### src/rtl/wave_1d_leapfrog_mur_step_core_defines.svh
// assertion macros for the wave line step core
// used by the top level, expects clk and rst_n in scope
`ifndef WAVE_1D_LEAPFROG_MUR_STEP_CORE_DEFINES_SVH
`define WAVE_1D_LEAPFROG_MUR_STEP_CORE_DEFINES_SVH

// property holds at every edge outside reset
`define WLM_ASSERT_ALWAYS(lbl, prop, msg) \
  lbl: assert property (@(posedge clk) disable iff (!rst_n) (prop)) else $error(msg);

// same-cycle implication
`define WLM_ASSERT_IMPL(lbl, ante, cons, msg) \
  lbl: assert property (@(posedge clk) disable iff (!rst_n) (ante) |-> (cons)) else $error(msg);

// next-cycle implication
`define WLM_ASSERT_NEXT(lbl, ante, cons, msg) \
  lbl: assert property (@(posedge clk) disable iff (!rst_n) (ante) |=> (cons)) else $error(msg);

`endif

### src/rtl/wlm_ram.sv
// generic single write, single read ram with registered read data
// no dependencies
module wlm_ram #(
  parameter int WIDTH = 32,
  parameter int DEPTH = 64
) (
  input  logic                     clk,
  input  logic                     we,
  input  logic [$clog2(DEPTH)-1:0] waddr,
  input  logic [WIDTH-1:0]         wdata,
  input  logic                     re,
  input  logic [$clog2(DEPTH)-1:0] raddr,
  output logic [WIDTH-1:0]         rdata
);

  logic [WIDTH-1:0] mem [DEPTH];
  logic [WIDTH-1:0] rdata_r;

  always_ff @(posedge clk) begin
    if (we) begin
      mem[waddr] <= wdata;
    end
    if (re) begin
      rdata_r <= mem[raddr];
    end
  end

  assign rdata = rdata_r;

endmodule

### config.mk
export PLATFORM = sky130hd
export DESIGN_NAME = wlm_ram
export DESIGN_NICKNAME = d
export VERILOG_FILES = /design/src/rtl/wave_1d_leapfrog_mur_step_core_defines.svh /design/src/rtl/wlm_ram.sv
export SDC_FILE = /design/constraint.sdc
export NUM_CORES = 2
export LEC_CHECK = 0
export BUFFER_PORTS_ARGS = -buffer_cell sky130_fd_sc_hd__clkbuf_2
export CORE_ASPECT_RATIO = 0.7
export CORE_UTILIZATION = 59
export CTS_BUF_LIST = sky130_fd_sc_hd__clkbuf_8
export DETAILED_ROUTE_END_ITERATION = 16
export PLACE_DENSITY = 0.78
export SLEW_MARGIN = 5
export SYNTH_ARGS = -nofsm -noshare
export SYNTH_HDL_FRONTEND = slang
export SYNTH_SLANG_ARGS = --single-unit
### constraint.sdc
create_clock -name clk -period 3.45 [get_ports clk]
set_clock_uncertainty 0.2 [all_clocks]
set_input_delay 0.345 -clock clk [delete_from_list [all_inputs] [get_ports clk]]
set_output_delay 0.345 -clock clk [all_outputs]
set_load 0.01 [all_outputs]
== Yosys cells after proc, flatten, opt, wreduce, memory -nomap -nowiden ==
Memory sizes are Yosys's and may differ from the RTL's. A register that Yosys moved wholly into a read port is not among the register bits.
Cells that the tools add are included.
Widths: inputs -> output; s select.

* Mux-type cells: 2

{| class="wikitable"
|+ Operator list
! kind !! number
|-
| $mux 1 || 2
|}

* Flip-flop bits (word level): 0
* Bits in writable memories: 2048
* Output and inout bits: 32
* Word-level logic and storage cells: 3
* Memories kept: 1

{| class="wikitable"
|+ Memory list
! name !! words !! bits a word !! read ports !! clocked after memory_dff !! write ports !! RTL line !! text
|-
| mem || 64 || 32 || 1 || 1 || 1 || wlm_ram.sv:16 || <nowiki>logic [WIDTH-1:0] mem [DEPTH];</nowiki>
|}

== Longest topological paths before layout ==
* Word-level depth: 2
* Gate-level depth with buffers: 10

== Least setup slack after synthesis ==
Ideal clock, no wire load.

* Path kind: input to register
* Start: input port waddr[3]
* End: memory mem[48][0] (enable)
* Library setup time: 0.461 ns
* Data arrival time: 3.044 ns
* Path slack: -0.255 ns
* Stages: 4
* Cell sequence: clkbuf_1 > nor2b_1 > nand4b_1 > nor3_1

{| class="wikitable"
|+ RTL lines
! what !! RTL line !! text
|-
| start: declaration || wlm_ram.sv:9 || <nowiki>input logic [$clog2(DEPTH)-1:0] waddr,</nowiki>
|-
| end: declaration || wlm_ram.sv:16 ||
|}

No word-level cell before the write port.

== Worst setup path after layout ==
* Start: input port waddr[3]
* End: memory mem[47][3] (enable)

No word-level cell before the write port.

==> reports/results.tsv <==
stage	metric	value	unit
run_status	status	finished, final reports clean	
place	Final GP Congestion	0.840	
sta	slew at the pin with the worst max-slew slack	1280	ps
sta	# setup viols final	0	
global_route	GRT Overall Usage	0.306	
final_layout	fin util	0.677	
hold_path	HP Start	wdata[13]	
power	worst vdd ir	0.000493	V
hold_path	worst hold path type	primary input to register	
setup_path	critical path class	primary input to register	
job	Max Cap Violations	0	
final_layout	Final nets	3856	
sta	crit path time final	3100	ps
floorplan	core area	132000	um2
setup_path	worst r2r src	mem[7][1]	
final_layout	Layout area overhead	13.0	%
sta	period utilization	0.898	
final_layout	Fill cells	7673	
sta	Setup TNS	0	ps
setup_path	critical path endpoint category	register	
global_route	vias in the first global route	39400	
setup_path	required time of the worst setup path	3880	ps
final_layout	layout cells sized above 1	0.321	
power	PD cells	541	nW/um2
setup_path	Worst Setup Start Kind	primary input	
sta	setup slack after layout	353	ps
sta	Rel. slew slack	0.149	
global_route	total gr overflow	0	
routing	vias per inst	6.89	
sta	RSZ-0062 raised after global routing	no	
logic_synthesis	Seq/Total Area, Yosys	0.792	
sta	hold_ws	56.5	ps
final_layout	highest-count cells in the layout ignoring fill and taps	edfxtp_1 (2080), mux4_2 (544), clkbuf_8 (303)	
setup_path	Data arrival, critical path	3520	ps
routing	Routed Wire Length	203000	um
floorplan	Ports	79	
logic_synthesis	Ys Warns	0	
global_route	initial antenna violation count	14	
floorplan	Starting Density	0.599	
setup_path	worst path cell trace	dlygate4sd3_1, clkbuf_2, nand3b_1, dlygate4sd3_1, buf_4, nor2_4, dlygate4sd3_1	
power	LEAKAGE	0.0283	uW
routing	drt drc	0	
logic_synthesis	Cell variety after synth	33	
logic_synthesis	Syn Nets	3371	
setup_path	Crit path largest cell delay	1030	ps
clocking	clock sinks	2080	
clocking	clock-pin transition on the worst setup and hold timing paths	60	ps
routing	Vias	39700	
sta	fin. max-slew vios	0	
place	placed wire-length estimate	118000	um
floorplan	row cnt	111	
clocking	Post CTS Setup Buffer Count	0	
clocking	Worst-Skew Late Latency	1010	ps
sta	Hold Vio Cnt, Final	0	
setup_path	slowest stage cell, crit path	dlygate4sd3_1	
floorplan	die area	135000	um2
routing	DRT Pass-1 Iters	6	
place	Port Buf Inserts	78	
floorplan	Die Ht	308	um
sta	maximum clock frequency	323	MHz
logic_synthesis	synthesized cell area	78800	um2
floorplan	Die W	439	um
global_route	first-pass GRT wire length	286000	um
setup_path	Max FO, Critical Path	8	
clocking	clk root buf	clkbuf_8	
routing	WL per Instance	35.3	um
logic_synthesis	cell count after synthesis	3324	
final_layout	footprint of the multi-input gates	16000	um2
logic_synthesis	synthesized area per cell	23.7	um2
clocking	CTS tree	built	
routing	number of DRC markers in iteration 0	6415	
clocking	clock buffer depth	4	
clocking	# H-tree levels	5	
final_layout	Sequential cell area	62500	um2
global_route	largest net degree at the start of global routing	65	
final_layout	most common cell after layout, fill and taps aside	edfxtp_1	
setup_path	most frequent CP cell	dlygate4sd3_1	
routing	Antenna Nets Post-Route	0	
clocking	cts bufs inserted	299	
setup_path	Critical Path Start	waddr[3]	
logic_synthesis	flops & latches, synth	2080	
place	Setup Slack @ Placement	72.0	ps
==> final cells by class <==
cell class / instances / share of cell area
Tap cell: 1751 / 0.0246
Clock inverter: 185 / 0.00975
Sequential cell: 2080 / 0.701
Clock buffer: 303 / 0.0468
Timing Repair Buffer: 366 / 0.0380
Multi-Input combinational cell: 1062 / 0.179
Antenna cell: 8 / 0.000225
==> metal layers <==
| layer | global-route usage | part of all wire | wire (um) |
|---|---|---|---|
| met2 | 0.442 | 0.45 | 90800 |
| met3 | 0.0856 | 0.15 | 30700 |
| met5 | 0 | 0.00028 | 57 |
| met1 | 0.453 | 0.36 | 74000 |
| met4 | 0.115 | 0.037 | 7430 |
==> worst max-delay path: cells and delay by family <==
kind / cells / cell delay, ps
buffers and inverters: 5 / 2670
and+or+nand+nor: 2 / 500
==> state kept, by name (all words and copies together), names as in the netlist <==
signal	cells
rdata	32
mem	2048
==> cell usage after synthesis, drive strengths merged <==
library cell	instances	area, um2
edfxtp	2080	62500
mux4	544	12300
nor2	137	514
buf	108	608
mux2i	93	931
o22ai	84	526
clkbuf	74	278
a21oi	62	310
o221ai	27	236
nand2	26	97.6
nor2b	15	93.8
a22oi	12	90.1
a311oi	8	70.1
nand2b	8	50.1
nor3	7	35.0
nand3	5	25.0
nand3b	5	37.5
or3b	5	43.8
a41o	4	40.0
and3	4	25.0
o32ai	4	35.0
or2	3	18.8
or3	3	18.8
and2	2	12.5
nand4	2	12.5
a31oi	1	6.26
nand4b	1	8.76
==> cell families after synthesis <==
group           share of synthesized area
flops                               0.792
mux                                 0.167
simple gates                       0.0126
compound gates                     0.0167
buf+inv                            0.0112
==> through the flow <==
stage	std cells	power, uW	cell area (um2)
after floorplan	3324	30000	78800
after global placement	5235	31300	83800
after detailed placement	5235	31300	83800
after CTS	5747	48300	89100
after global routing	5753	49400	89100
final	5755	48200	89100
==> power breakdown <==
group          internal [uW]  total (uW)  switching (uW)  leakage (uW)
Clock                   8470       17300            8840       0.00291
Sequential             28000       28200             130        0.0187
Combinational           1040        2670            1630       0.00666
==> path summary, 6_finish.rpt <==
check	slack (ps)	depth (start not counted)	to
max	350	7	mem[47][3]
min	60	1	mem[36][13]
max reg2reg	980	4	rdata[1]
min reg2reg	630	4	rdata[8]
==> repair_timing <==
action / CTS / global route
endpoints found under the setup margin: 0 / 0
gates resized for setup: 0 / 0
hold buffers: 24 / 0
hold endpoints to repair: 596 / 0
No activity file was read; power rests on OpenSTA's default activity.
